$ cat src/hdl/bses_pkg.sv
// Shared types, constants and helpers of the bucketed step event store.
`default_nettype none
package bses_pkg;

	localparam int EventDepthDef = 256;
	localparam int StepDepthDef  = 128;
	localparam int LockSlots     = 8;

	localparam logic [3:0] BucketMax   = 4'd15;
	localparam logic [7:0] TrackLenRst = 8'd16;
	localparam logic [6:0] TicksRst    = 7'd12;

	localparam logic [1:0] ACT_ADD    = 2'd0;
	localparam logic [1:0] ACT_REMOVE = 2'd1;
	localparam logic [1:0] ACT_TICK   = 2'd2;
	localparam logic [1:0] ACT_UNUSED = 2'd3;

	localparam logic [0:0] REG_TRACK_LENGTH  = 1'd0;
	localparam logic [0:0] REG_TICKS_PER_STEP = 1'd1;

	typedef enum logic [1:0] {
		OP_ADD,
		OP_REMOVE,
		OP_TICK
	} op_t;

	typedef enum logic [2:0] {
		K_ADDED   = 3'd0,
		K_REFUSED = 3'd1,
		K_REMOVED = 3'd2,
		K_IGNORED = 3'd3,
		K_FIRED   = 3'd4,
		K_DONE    = 3'd5
	} kind_t;

	typedef enum logic [3:0] {
		S_IDLE,
		S_A_CHK,
		S_A_SCAN,
		S_A_SRCH,
		S_A_SHIFT,
		S_A_FIN,
		S_R_SCAN,
		S_R_SHIFT,
		S_R_FIN,
		S_T_RDN,
		S_T_GOT,
		S_T_RD,
		S_T_CHK,
		S_T_DONE,
		S_EMIT
	} st_t;

	typedef struct packed {
		logic       is_lock;
		logic [2:0] lock_slot;
		logic [6:0] value;
		logic       on;
		logic [6:0] condition;
		logic [7:0] micro;
	} event_t;

	typedef struct packed {
		op_t        op;
		logic [6:0] step;
		logic [7:0] rem;
		event_t     ev;
	} item_t;

	typedef struct packed {
		kind_t      kind;
		logic [7:0] slot;
		logic [6:0] step;
		logic       is_lock;
		logic [2:0] lock_slot;
		logic [6:0] value;
		logic       on;
		logic [6:0] condition;
		logic       last;
	} res_t;

	typedef struct packed {
		logic [7:0] track_length;
		logic [6:0] ticks_per_step;
	} cfg_t;

	// Lock slot folded into the supported range by repeated subtraction.
	function automatic logic [2:0] lock_mod(input logic [2:0] slot);
		logic [3:0] v;
		v = {1'b0, slot};
		for (int i = 0; i < 8; i++) begin
			if (v >= 4'(LockSlots)) begin
				v = v - 4'(LockSlots);
			end
		end
		return v[2:0];
	endfunction

endpackage
`default_nettype wire

$ cat src/hdl/bses_front.sv
// Front end: accepts requests, classifies them and queues them for the back end.
`default_nettype none
module bses_front
	import bses_pkg::*;
(
	input  wire logic       clk,
	input  wire logic       arst_n,
	input  wire logic       in_valid,
	output logic            in_ready,
	input  wire logic [1:0] action,
	input  wire logic [6:0] target_step,
	input  wire logic [7:0] remove_index,
	input  wire logic       new_is_lock,
	input  wire logic [2:0] new_lock_slot,
	input  wire logic [6:0] new_value,
	input  wire logic       new_on,
	input  wire logic [6:0] new_condition,
	input  wire logic [7:0] new_micro,
	output logic            q_valid,
	output item_t           q_item,
	input  wire logic       q_pop
);

	item_t      mem_q [2];
	logic       wp_q, rp_q;
	logic [1:0] cnt_q;
	item_t      item;
	logic       keep, push;

	always_comb begin
		item.step          = target_step;
		item.rem           = remove_index;
		item.ev.is_lock    = new_is_lock;
		item.ev.lock_slot  = lock_mod(new_lock_slot);
		item.ev.value      = new_value;
		item.ev.on         = new_on;
		item.ev.condition  = new_condition;
		item.ev.micro      = new_micro;
		keep    = 1'b1;
		item.op = OP_TICK;
		unique case (action)
			ACT_ADD:    item.op = OP_ADD;
			ACT_REMOVE: item.op = OP_REMOVE;
			ACT_TICK:   item.op = OP_TICK;
			default:    keep = 1'b0;
		endcase
	end

	assign in_ready = (cnt_q != 2'd2);
	assign push     = in_valid && in_ready && keep;
	assign q_valid  = (cnt_q != 2'd0);
	assign q_item   = mem_q[rp_q];

	always_ff @(posedge clk) begin
		if (push) begin
			mem_q[wp_q] <= item;
		end
	end

	always_ff @(posedge clk or negedge arst_n) begin
		if (!arst_n) begin
			wp_q  <= 1'b0;
			rp_q  <= 1'b0;
			cnt_q <= 2'd0;
		end else begin
			if (push) begin
				wp_q <= ~wp_q;
			end
			if (q_pop) begin
				rp_q <= ~rp_q;
			end
			cnt_q <= cnt_q + 2'(push) - 2'(q_pop);
		end
	end

endmodule
`default_nettype wire

$ cat config.mk
export PLATFORM = sky130hd
export DESIGN_NAME = bses_front
export DESIGN_NICKNAME = d
export VERILOG_FILES = /design/src/hdl/bses_pkg.sv /design/src/hdl/bses_front.sv
export SDC_FILE = /design/constraint.sdc
export NUM_CORES = 1
export LEC_CHECK = 0
export BUFFER_PORTS_ARGS = -buffer_cell sky130_fd_sc_hd__buf_2
export CAP_MARGIN = 20
export CORE_ASPECT_RATIO = 0.75
export CORE_MARGIN = 3
export CORE_UTILIZATION = 40
export CTS_BUF_LIST = sky130_fd_sc_hd__clkbuf_2 sky130_fd_sc_hd__clkbuf_4 sky130_fd_sc_hd__clkbuf_8
export CTS_CLUSTER_DIAMETER = 60
export DETAILED_ROUTE_END_ITERATION = 12
export GPL_TIMING_DRIVEN = 1
export PLACE_DENSITY = 0.67
export SETUP_SLACK_MARGIN = 0.15
export SLEW_MARGIN = 10
export SYNTH_ARGS = -nofsm -noshare
export SYNTH_HDL_FRONTEND = slang
export SYNTH_SLANG_ARGS = --single-unit
$ cat constraint.sdc
create_clock -name clk -period 5.38 [get_ports clk]
set_input_delay 0.269 -clock clk [delete_from_list [all_inputs] [get_ports clk]]
set_output_delay 0.269 -clock clk [all_outputs]
set_load 0.02 [all_outputs]
==> results.sh, run 1 <==
export IMPL_status="finished, final reports clean"
export IMPL_grt_use_total=0.111
export IMPL_hp_class="input pin to flip-flop"
export IMPL_clk_pin_slew_ps=90
export IMPL_use_met3=0.0518
export IMPL_max_stage_delay_ps=760
export IMPL_antenna_left=0
export IMPL_relSlewSlack=0.578
export IMPL_cts_root_buf="clkbuf_8"
export IMPL_irDropWorstVdd_uv=266
export IMPL_skew_ps=7.41
export IMPL_grt_first_pass_wirelength_um=8250
export IMPL_timing_reg2reg_setup_slack_ps=3250
export IMPL_drt_wl_total_um=5670
export IMPL_drc=0
export IMPL_holdPathStages=1
export IMPL_tns_ps=0
export IMPL_synth_top_family_by_area="multiplexers"
export IMPL_synth_mux_area_frac=0.179
export IMPL_tritoncts="yes"
export IMPL_port_buffers=93
export IMPL_hold_viol=0
export IMPL_cpMaxStageDelayCell="dfrtp_2"
export IMPL_synthDistinctLibCells=18
export IMPL_switching_share=0.317
export IMPL_area_growth_syn_to_layout_pct=21.6
export IMPL_powerDensity_nw_per_um2=527
export IMPL_die_area_um2=10100
export IMPL_numCtsBuffers=9
export IMPL_drv_slew=0
export IMPL_netlist_area_um2=3580
export IMPL_die_w_um=115
export IMPL_dp_slack_ps=3190
export IMPL_ys_top_cells_by_area="edfxtp_1 74%, mux2_4 16%, dfrtp_1 2.8%, buf_12 2.2%, mux2_2 1.6%"
export IMPL_r2r_end="mem_q[0][21]"
export IMPL_fillers=719
export IMPL_arrival_ps=2200
export IMPL_dr_pass1_iters=4
export IMPL_min_to="mem_q[1][38]"
export IMPL_via_per_inst=4.52
export IMPL_ys_seq_area_frac=0.765
export IMPL_cp_buffers_inverters=2
export IMPL_synth_compound_area_share=0.00175
export IMPL_wl_per_cell_um=15.2
export IMPL_cts_sinks=92
export IMPL_path_max_fanout=27
export IMPL_diodes=0
export IMPL_r2r_start="cnt_q[1]"
export IMPL_layout_drive_gt1_share=0.600
export IMPL_pwr_share_clk=0.215
export IMPL_finalCritPeriodShare=0.460
export IMPL_crit_required_ps=5110
export IMPL_drv_cap=0
export IMPL_p_comb_frac=0.344
export IMPL_cp_top_family="flip-flops"
export IMPL_coreArea_um2=8600
export IMPL_finalNetCount=309
export IMPL_gp_congestion=0.684
export IMPL_final_common_cell="buf_2"
export IMPL_p_leak_nw=1.73
export IMPL_setup_violations_final=0
export IMPL_synthXorXnorAreaFrac=0.0122
export IMPL_grt_pass1_vias=1625
export IMPL_io_pins=94
export IMPL_vias=1687
export IMPL_synth_top_area_share=0.737
export IMPL_final_cell_mix="93 x buf_2, 88 x edfxtp_1, 39 x mux2_4"
export IMPL_path_class="flip-flop to primary output"
export IMPL_postSynthAreaPerCell_um2=22.7
export IMPL_die_h_um=88.0
export IMPL_grtUsageMet2=0.166
export IMPL_clockBufferDepth=2
export IMPL_synth_fp_nets=207
export IMPL_period_needed_ps=2470
export IMPL_yosysTopAreaCell="edfxtp_1"
export IMPL_crit_chain="buf_4 -> mux2_2 -> buf_2"
export IMPL_synth_adder_area_share=0.00349
export IMPL_htreeDepth=3
export IMPL_pwr_share_seq=0.441
export IMPL_met1_usage=0.147
export IMPL_p_sw_w=0.000728
export IMPL_ys_warnings_count=0
export IMPL_place_hpwl_um=3760
export IMPL_antenna_found_initial=0
export IMPL_synth_seq_cells=92
export IMPL_fmax_mhz=405
export IMPL_setup_ws_ps=2910
export IMPL_syn_inst=158
export IMPL_cp_start_kind="flip-flop"
export IMPL_p_int_w=0.00157
export IMPL_cp_end_kind="primary output"
export IMPL_rows=29
export IMPL_drt_initial_drc_count=42
export IMPL_grt_max_degree=28
export IMPL_rsz0062_at_grt="no"
export IMPL_grt_busiest_layer="met2"
export IMPL_yosys_area_share_simple=0.00977
export IMPL_gr_total_overflow=0
export IMPL_worstMarginPinSlew_ps=632
export IMPL_clock_latency_ps=340
export IMPL_worstHoldStart="target_step[3]"
export IMPL_r2r_cells=4
export IMPL_start_util=0.417
-- power by group through the flow --
stage / Sequential, W / Clock (W) / Combinational (W)
finish: 0.00101 / 0.000494 / 0.000790
global route: 0.00103 / 0.000542 / 0.000843
CTS: 0.00102 / 0.000511 / 0.000807
detailed placement: 0.00103 / 0 / 0.000802
global placement: 0.00103 / 0 / 0.000801
floorplan: 0.000990 / 0 / 0.000677
-- worst register-to-register path: cells and delay by family, from the launching register on --
family	cells	cell delay, ps
and+or+nand+nor	3	960
buffers and inverters	1	440
DFF	1	410
-- layout make-up --
| type | count | area, µm² | area share |
|---|---|---|---|
| Inverter | 2 | 7.51 | 0.00172 |
| Multi-Input combinational cell | 58 | 754 | 0.173 |
| Tap cell | 108 | 135 | 0.0310 |
| Timing Repair Buffer | 97 | 498 | 0.114 |
| Clock buffer | 10 | 131 | 0.0301 |
| Clock inverter | 6 | 87.6 | 0.0201 |
| Sequential cell | 92 | 2740 | 0.630 |
-- registers in the layout, summed over array words and instances (netlist names) --
signal,flops
cnt_q,2
wp_q,1
mem_q,88
rp_q,1
-- timing repair --
action	in CTS	in global routing
hold buffers	1	0
setup endpoints to repair	0	0
setup buffers	0	0
gates resized for setup	0	0
hold endpoints to repair	4	0
-- logic make-up (layout without fill, tap and decap cells) --
family                     after synthesis  count (layout)
and+or+nand+nor                          7               7
adders and majority gates                1               1
DFF                                     92              92
buffers and inverters                    8             115
muxes                                   44              44
xor gates and xnor gates                 5               5
AOI/OAI and AO/OA                        1               1
-- per-layer routing --
| metal | share of wire | wire, µm |
|---|---|---|
| met5 | 0 | 0 |
| met4 | 0.012 | 68 |
| met3 | 0.076 | 432 |
| met2 | 0.45 | 2570 |
| met1 | 0.46 | 2600 |
-- how the worst max path moves through the flow --
stage / to / cells after the start / from / slack, ps
floorplan: mem_q[0][0] / 3 / cnt_q[1] / 2230
global placement: mem_q[0][16] / 4 / cnt_q[1] / 3210
detailed placement: mem_q[0][16] / 4 / cnt_q[1] / 3190
CTS: q_item[43] / 3 / rp_q / 2850
global route: q_item[2] / 3 / rp_q / 2770
finish: q_item[3] / 3 / rp_q / 2910
-- per-stage QoR --
step | hold WS [ps] | total power (W) | instance area [µm²] | util | std cells
finish | 106 | 0.00230 | 4360 | 0.507 | 373
global route | 80.9 | 0.00241 | 4360 | 0.507 | 373
CTS | 84.5 | 0.00233 | 4360 | 0.507 | 373
detailed placement | 80.7 | 0.00183 | 4130 | 0.480 | 356
global placement | 78.5 | 0.00183 | 4130 | 0.480 | 356
floorplan | -26.6 | 0.00167 | 3580 | - | 158
-- Yosys cell counts (all sizes together) --
cell,number
inv,2
buf,5
nand2,1
xnor2,4
edfxtp,88
nand3,1
nor2,2
a31oi,1
mux2,44
nor2b,1
dfrtp,4
or2,1
clkbuf,1
nand2b,1
xor2,1
ha,1
Note: power is estimated with default switching activity, not from simulation.
==> inputs of run 2 (changes only) <==
--- a/config.mk
+++ b/config.mk
@@ -5,6 +5,7 @@
 export SDC_FILE = /design/constraint.sdc
 export NUM_CORES = 1
 export LEC_CHECK = 0
+export ABC_AREA = 1
 export BUFFER_PORTS_ARGS = -buffer_cell sky130_fd_sc_hd__buf_2
 export CAP_MARGIN = 20
 export CORE_ASPECT_RATIO = 0.75
==> constraint.sdc (replaced) <==
create_clock -name clk -period 2.52 [get_ports clk]
set_input_delay 0.126 -clock clk [delete_from_list [all_inputs] [get_ports clk]]
set_output_delay 0.126 -clock clk [all_outputs]
set_load 0.02 [all_outputs]
==> results.sh, run 2 <==
export IMPL_rows=29
export IMPL_coreArea_um2=8600
export IMPL_largest_reg_flops=88
export IMPL_worstMarginPinSlew_ps=457
export IMPL_ys_top_cells_by_area="edfxtp_1 73%, mux2_4 16%, dfrtp_1 2.8%, buf_12 2.2%, mux2_2 1.6%"
export IMPL_grt_use_total=0.135
export IMPL_gp_congestion=0.716
export IMPL_switching_share=0.315
export IMPL_tns_ps=0
export IMPL_arrival_ps=1670
export IMPL_cts_sinks=92
export IMPL_netlist_area_um2=3600
export IMPL_period_needed_ps=1800
export IMPL_relSlewSlack=0.695
export IMPL_grt_pass1_vias=2070
export IMPL_place_hpwl_um=4070
export IMPL_cp_end_kind="primary output"
export IMPL_pwr_share_clk=0.214
export IMPL_async_flop_share=0.0435
export IMPL_gr_total_overflow=0
export IMPL_area_growth_syn_to_layout_pct=34.3
export IMPL_htreeDepth=3
export IMPL_yosysMostFrequentCell="edfxtp_1"
export IMPL_wl_per_cell_um=14.9
export IMPL_synth_fp_nets=219
export IMPL_path_class="flip-flop to primary output"
export IMPL_ys_warnings_count=0
export IMPL_syn_inst=170
export IMPL_tritoncts="yes"
export IMPL_rsz0062_at_grt="no"
export IMPL_cts_repair_timing_setup_buffer_count=0
export IMPL_drt_wl_total_um=6460
export IMPL_layout_drive_gt1_share=0.500
export IMPL_crit_chain="buf_4 -> mux2_2 -> buf_2"
export IMPL_dp_cells=371
export IMPL_powerDensity_nw_per_um2=1030
export IMPL_diodes=0
export IMPL_clk_pin_slew_ps=80
export IMPL_r2r_start="cnt_q[1]"
export IMPL_yosys_top_cells_count="88 x edfxtp_1, 39 x mux2_4, 11 x nand2_1"
export IMPL_crit_required_ps=2390
export IMPL_r2r_end="cnt_q[1]"
export IMPL_skew_ps=8.58
export IMPL_post_cts_resized=0
export IMPL_numCtsBuffers=9
export IMPL_hp_class="input pin to asynchronous set/reset pin"
export IMPL_drv_slew=0
export IMPL_p_comb_frac=0.371
export IMPL_fmax_mhz=556
export IMPL_r2r_cells=11
export IMPL_clockBufferDepth=2
export IMPL_synth_seq_cells=92
export IMPL_p_sw_w=0.00157
export IMPL_fillers=667
export IMPL_start_util=0.419
export IMPL_postSynthAreaPerCell_um2=21.2
export IMPL_cp_start_kind="flip-flop"
export IMPL_p_int_w=0.00341
export IMPL_synth_edf_count=88
export IMPL_multi_input_area_um2=751
export IMPL_final_cell_mix="93 x buf_2, 88 x edfxtp_1, 45 x dlygate4sd3_1"
export IMPL_vias=1958
export IMPL_status="finished, final reports clean"
export IMPL_io_pins=94
export IMPL_utilization=0.563
export IMPL_max_stage_delay_ps=400
export IMPL_hold_viol=0
export IMPL_reg_largest_list="mem_q: 88 flops, cnt_q: 2 flops"
export IMPL_pwr_share_seq=0.416
export IMPL_drc=0
export IMPL_drv_cap=0
export IMPL_cp_buffers_inverters=2
export IMPL_die_w_um=116
export IMPL_synth_top_area_share=0.733
export IMPL_stdcell_count=432
export IMPL_finalNetCount=368
export IMPL_ys_seq_area_frac=0.761
export IMPL_irDropWorstVdd_uv=569
export IMPL_die_h_um=88.2
export IMPL_cts_root_buf="clkbuf_8"
export IMPL_yosysTopAreaCell="edfxtp_1"
export IMPL_crit_cells=3
export IMPL_cp_top_family="buffers and inverters"
export IMPL_port_buffers=93
export IMPL_regMostFlops="mem_q"
export IMPL_grt_max_degree=26
export IMPL_timing_reg2reg_setup_slack_ps=940
export IMPL_die_area_um2=10200
export IMPL_dr_pass1_iters=4
export IMPL_cpMaxStageDelayCell="mux2_2"
export IMPL_antenna_found_initial=0
export IMPL_antenna_left=0
export IMPL_p_leak_nw=1.99
export IMPL_ys_flop_type="edfxtp_1"
export IMPL_clock_latency_ps=350
export IMPL_final_common_cell="buf_2"
export IMPL_via_per_inst=4.53
export IMPL_drt_initial_drc_count=68
export IMPL_path_max_fanout=25
export IMPL_synthDistinctLibCells=14
export IMPL_grt_first_pass_wirelength_um=10300
export IMPL_finalCritPeriodShare=0.713
export IMPL_setup_violations_final=0
export IMPL_hold_buffers=45
export IMPL_seq_area_um2=2740
-- run 2: worst max-delay path by stage --
stage                  start          end  slack (ps)
finish                  rp_q    q_item[0]         720
floorplan           cnt_q[1]  mem_q[1][0]         120
global placement    cnt_q[1]  mem_q[1][4]         980
detailed placement  cnt_q[1]     cnt_q[1]         940
global route            rp_q    q_item[1]         640
CTS                     rp_q    q_item[0]         680
-- run 2: power groups by stage --
stage / clock network, W / logic (W) / registers (W)
after floorplan: 0 / 0.00144 / 0.00209
after global placement: 0 / 0.00181 / 0.00210
after detailed placement: 0 / 0.00181 / 0.00211
after CTS: 0.00111 / 0.00187 / 0.00207
after global routing: 0.00116 / 0.00198 / 0.00210
final: 0.00106 / 0.00184 / 0.00207
-- run 2: kinds of logic after synthesis --
| kind of cell | synth area share |
|---|---|
| DFF | 0.761 |
| xor gates and xnor gates | 0.00243 |
| and+or+nand+nor | 0.0201 |
| muxes | 0.178 |
| adders and majority gates | 0.00347 |
| buffers and inverters | 0.0347 |
-- run 2: metal layers --
layer,wire (µm),vias up,track usage,share of wire
li1,-,939,-,-
met1,2900,933,0.172,0.45
met2,3030,75,0.214,0.47
met3,437,11,0.0511,0.068
met4,88,0,0.0437,0.014
met5,0,-,0,0
-- run 2: final cells by class --
cell class / instances / area share
inverter: 8 / 0.00620
clock buffer: 12 / 0.0302
timing repair buffer: 144 / 0.199
tap: 108 / 0.0279
sequential: 92 / 0.567
clock inverter: 4 / 0.0152
multi-input combinational: 64 / 0.155
-- run 2: metrics by stage --
| step | hold WS, ps | instance area (µm²) | power [W] | setup slack (ps) |
|---|---|---|---|---|
| after CTS | 94.6 | 4840 | 0.00505 | 683 |
| after detailed placement | -59.3 | 4170 | 0.00392 | 941 |
| after global routing | 119 | 4840 | 0.00525 | 636 |
| final | 110 | 4840 | 0.00498 | 722 |
| after global placement | -61.3 | 4170 | 0.00391 | 978 |
| after floorplan | -170 | 3610 | 0.00353 | 116 |
==> inputs of run 3 (changes only) <==
==> constraint.sdc (replaced) <==
create_clock -name clk -period 1.7 [get_ports clk]
set_input_delay 0.085 -clock clk [delete_from_list [all_inputs] [get_ports clk]]
set_output_delay 0.085 -clock clk [all_outputs]
set_load 0.02 [all_outputs]
==> results.sh, run 3 (synthesis gave the netlist of run 2 again) <==
export IMPL_grt_first_pass_wirelength_um=10100
export IMPL_tns_ps=0
export IMPL_timing_reg2reg_setup_slack_ps=290
export IMPL_final_common_cell="buf_2"
export IMPL_drt_wl_total_um=6480
export IMPL_antenna_left=0
export IMPL_seq_area_um2=2740
export IMPL_power_w=0.00781
export IMPL_dr_pass1_iters=4
export IMPL_hp_class="input pin to asynchronous set/reset pin"
export IMPL_r2r_end="cnt_q[1]"
export IMPL_grtUsageMet2=0.226
export IMPL_wl_per_cell_um=15.0
export IMPL_status="finished, final reports clean"
export IMPL_skew_ps=6.85
export IMPL_path_max_fanout=20
export IMPL_coreArea_um2=8600
export IMPL_grt_use_total=0.135
export IMPL_grt_busiest_layer="met2"
export IMPL_cpMaxStageDelayCell="dfrtp_2"
export IMPL_r2r_cells=12
export IMPL_fillers=670
export IMPL_use_met3=0.0601
export IMPL_io_pins=94
export IMPL_grt_pass1_vias=2101
export IMPL_cp_end_kind="primary output"
export IMPL_gr_total_overflow=0
export IMPL_die_area_um2=10200
export IMPL_crit_chain="buf_12 -> mux2_2 -> buf_2"
export IMPL_cp_start_kind="flip-flop"
export IMPL_regMostFlops="mem_q"
export IMPL_powerDensity_nw_per_um2=1580
export IMPL_via_per_inst=4.53
export IMPL_irDropWorstVdd_uv=956
export IMPL_reg_largest_list="mem_q: 88 flops, cnt_q: 2 flops"
export IMPL_grt_max_degree=46
export IMPL_setup_violations_final=0
export IMPL_fmax_mhz=630
export IMPL_diodes=0
export IMPL_drv_slew=0
export IMPL_drv_cap=0
export IMPL_r2r_start="cnt_q[0]"
export IMPL_rows=29
export IMPL_gp_congestion=0.696
export IMPL_worstMarginPinSlew_ps=270
export IMPL_drt_initial_drc_count=102
export IMPL_p_leak_nw=2.03
export IMPL_port_buffers=93
export IMPL_finalCritPeriodShare=0.934
export IMPL_path_class="flip-flop to primary output"
export IMPL_cts_sinks=92
export IMPL_period_needed_ps=1590
export IMPL_htreeDepth=3
export IMPL_max_stage_delay_ps=420
export IMPL_hold_viol=0
export IMPL_multi_input_area_um2=773
export IMPL_final_cell_mix="93 x buf_2, 88 x edfxtp_1, 45 x dlygate4sd3_1"
export IMPL_antenna_found_initial=0
export IMPL_largest_reg_flops=88
export IMPL_start_util=0.419
export IMPL_met1_usage=0.158
export IMPL_tritoncts="yes"
export IMPL_relSlewSlack=0.820
export IMPL_clockBufferDepth=2
export IMPL_drc=0
export IMPL_die_w_um=116
export IMPL_clk_pin_slew_ps=80
export IMPL_crit_required_ps=1620
export IMPL_numCtsBuffers=9
export IMPL_cts_root_buf="clkbuf_8"
export IMPL_finalNetCount=368
export IMPL_clock_latency_ps=350
export IMPL_place_hpwl_um=4100
export IMPL_cp_buffers_inverters=2
export IMPL_arrival_ps=1500
export IMPL_rsz0062_at_grt="yes"
export IMPL_vias=1959
export IMPL_cp_top_family="flip-flops"
export IMPL_layout_drive_gt1_share=0.506
export IMPL_area_growth_syn_to_layout_pct=37.5
export IMPL_die_h_um=88.2
[run 3: cell count changes in the layout (fill, tap and decap cells not counted)]
cell	change
buf_12	+4
nand2_4	+1
clkbuf_4	-1
nand3_1	-1
nand2_2	+1
clkinv_4	-1
clkinv_1	+1
nand2_1	-2
nand3_4	+1
clkinv_2	-1
bufinv_16	+2
buf_4	-4
[run 3: through the flow]
step	area, µm²	hold WS, ps	util	cells	worst slack, ps
after floorplan	3640	-211	-	170	-40.3
after global placement	4230	-104	0.491	369	343
after detailed placement	4230	-99.3	0.491	369	303
after CTS	4950	41.5	0.575	431	79.5
after global routing	4960	64.1	0.576	432	42.9
final	4960	59.9	0.576	432	112
[run 3: worst max-delay path by stage]
stage | cells after the start | startpoint | end | slack [ps]
6_report | 3 | rp_q | q_item[1] | 110
4_1_cts | 3 | rp_q | q_item[1] | 80
3_3_place_gp | 5 | cnt_q[0] | mem_q[1][5] | 340
5_1_grt | 3 | rp_q | q_item[1] | 40
3_5_place_dp | 12 | cnt_q[0] | cnt_q[1] | 300
2_1_floorplan | 3 | cnt_q[1] | mem_q[1][0] | -40
[run 3: repair_timing]
item,in CTS,in global routing
buffers inserted,1,1
endpoints found under the setup margin,39,45
endpoints found under the hold margin,91,0
resized for setup,0,1
hold buffers,45,0
[run 3: layout make-up]
type	count	area share
Clock buffer	11	0.0280
Timing Repair Buffer	144	0.204
Inverter	8	0.00606
Multi-Input combinational cell	64	0.156
Sequential cell	92	0.554
Tap cell	108	0.0273
Clock inverter	5	0.0250
[run 3: routing by layer]
metal  share of wire  wire length, µm  vias up
li1                -                -      941
met1            0.42             2710      933
met2            0.49             3190       75
met3           0.079              511       10
met4           0.011               71        0
met5               0                0        -
[run 3: power by group]
| part | switching (W) | internal [W] | total (W) | leakage [nW] |
|---|---|---|---|---|
| clock network | 0.000704 | 0.00115 | 0.00186 | 0.132 |
| registers | 0.000133 | 0.00296 | 0.00310 | 0.857 |
| logic | 0.00153 | 0.00133 | 0.00286 | 1.05 |
| total | 0.00237 | 0.00544 | 0.00781 | 2.03 |
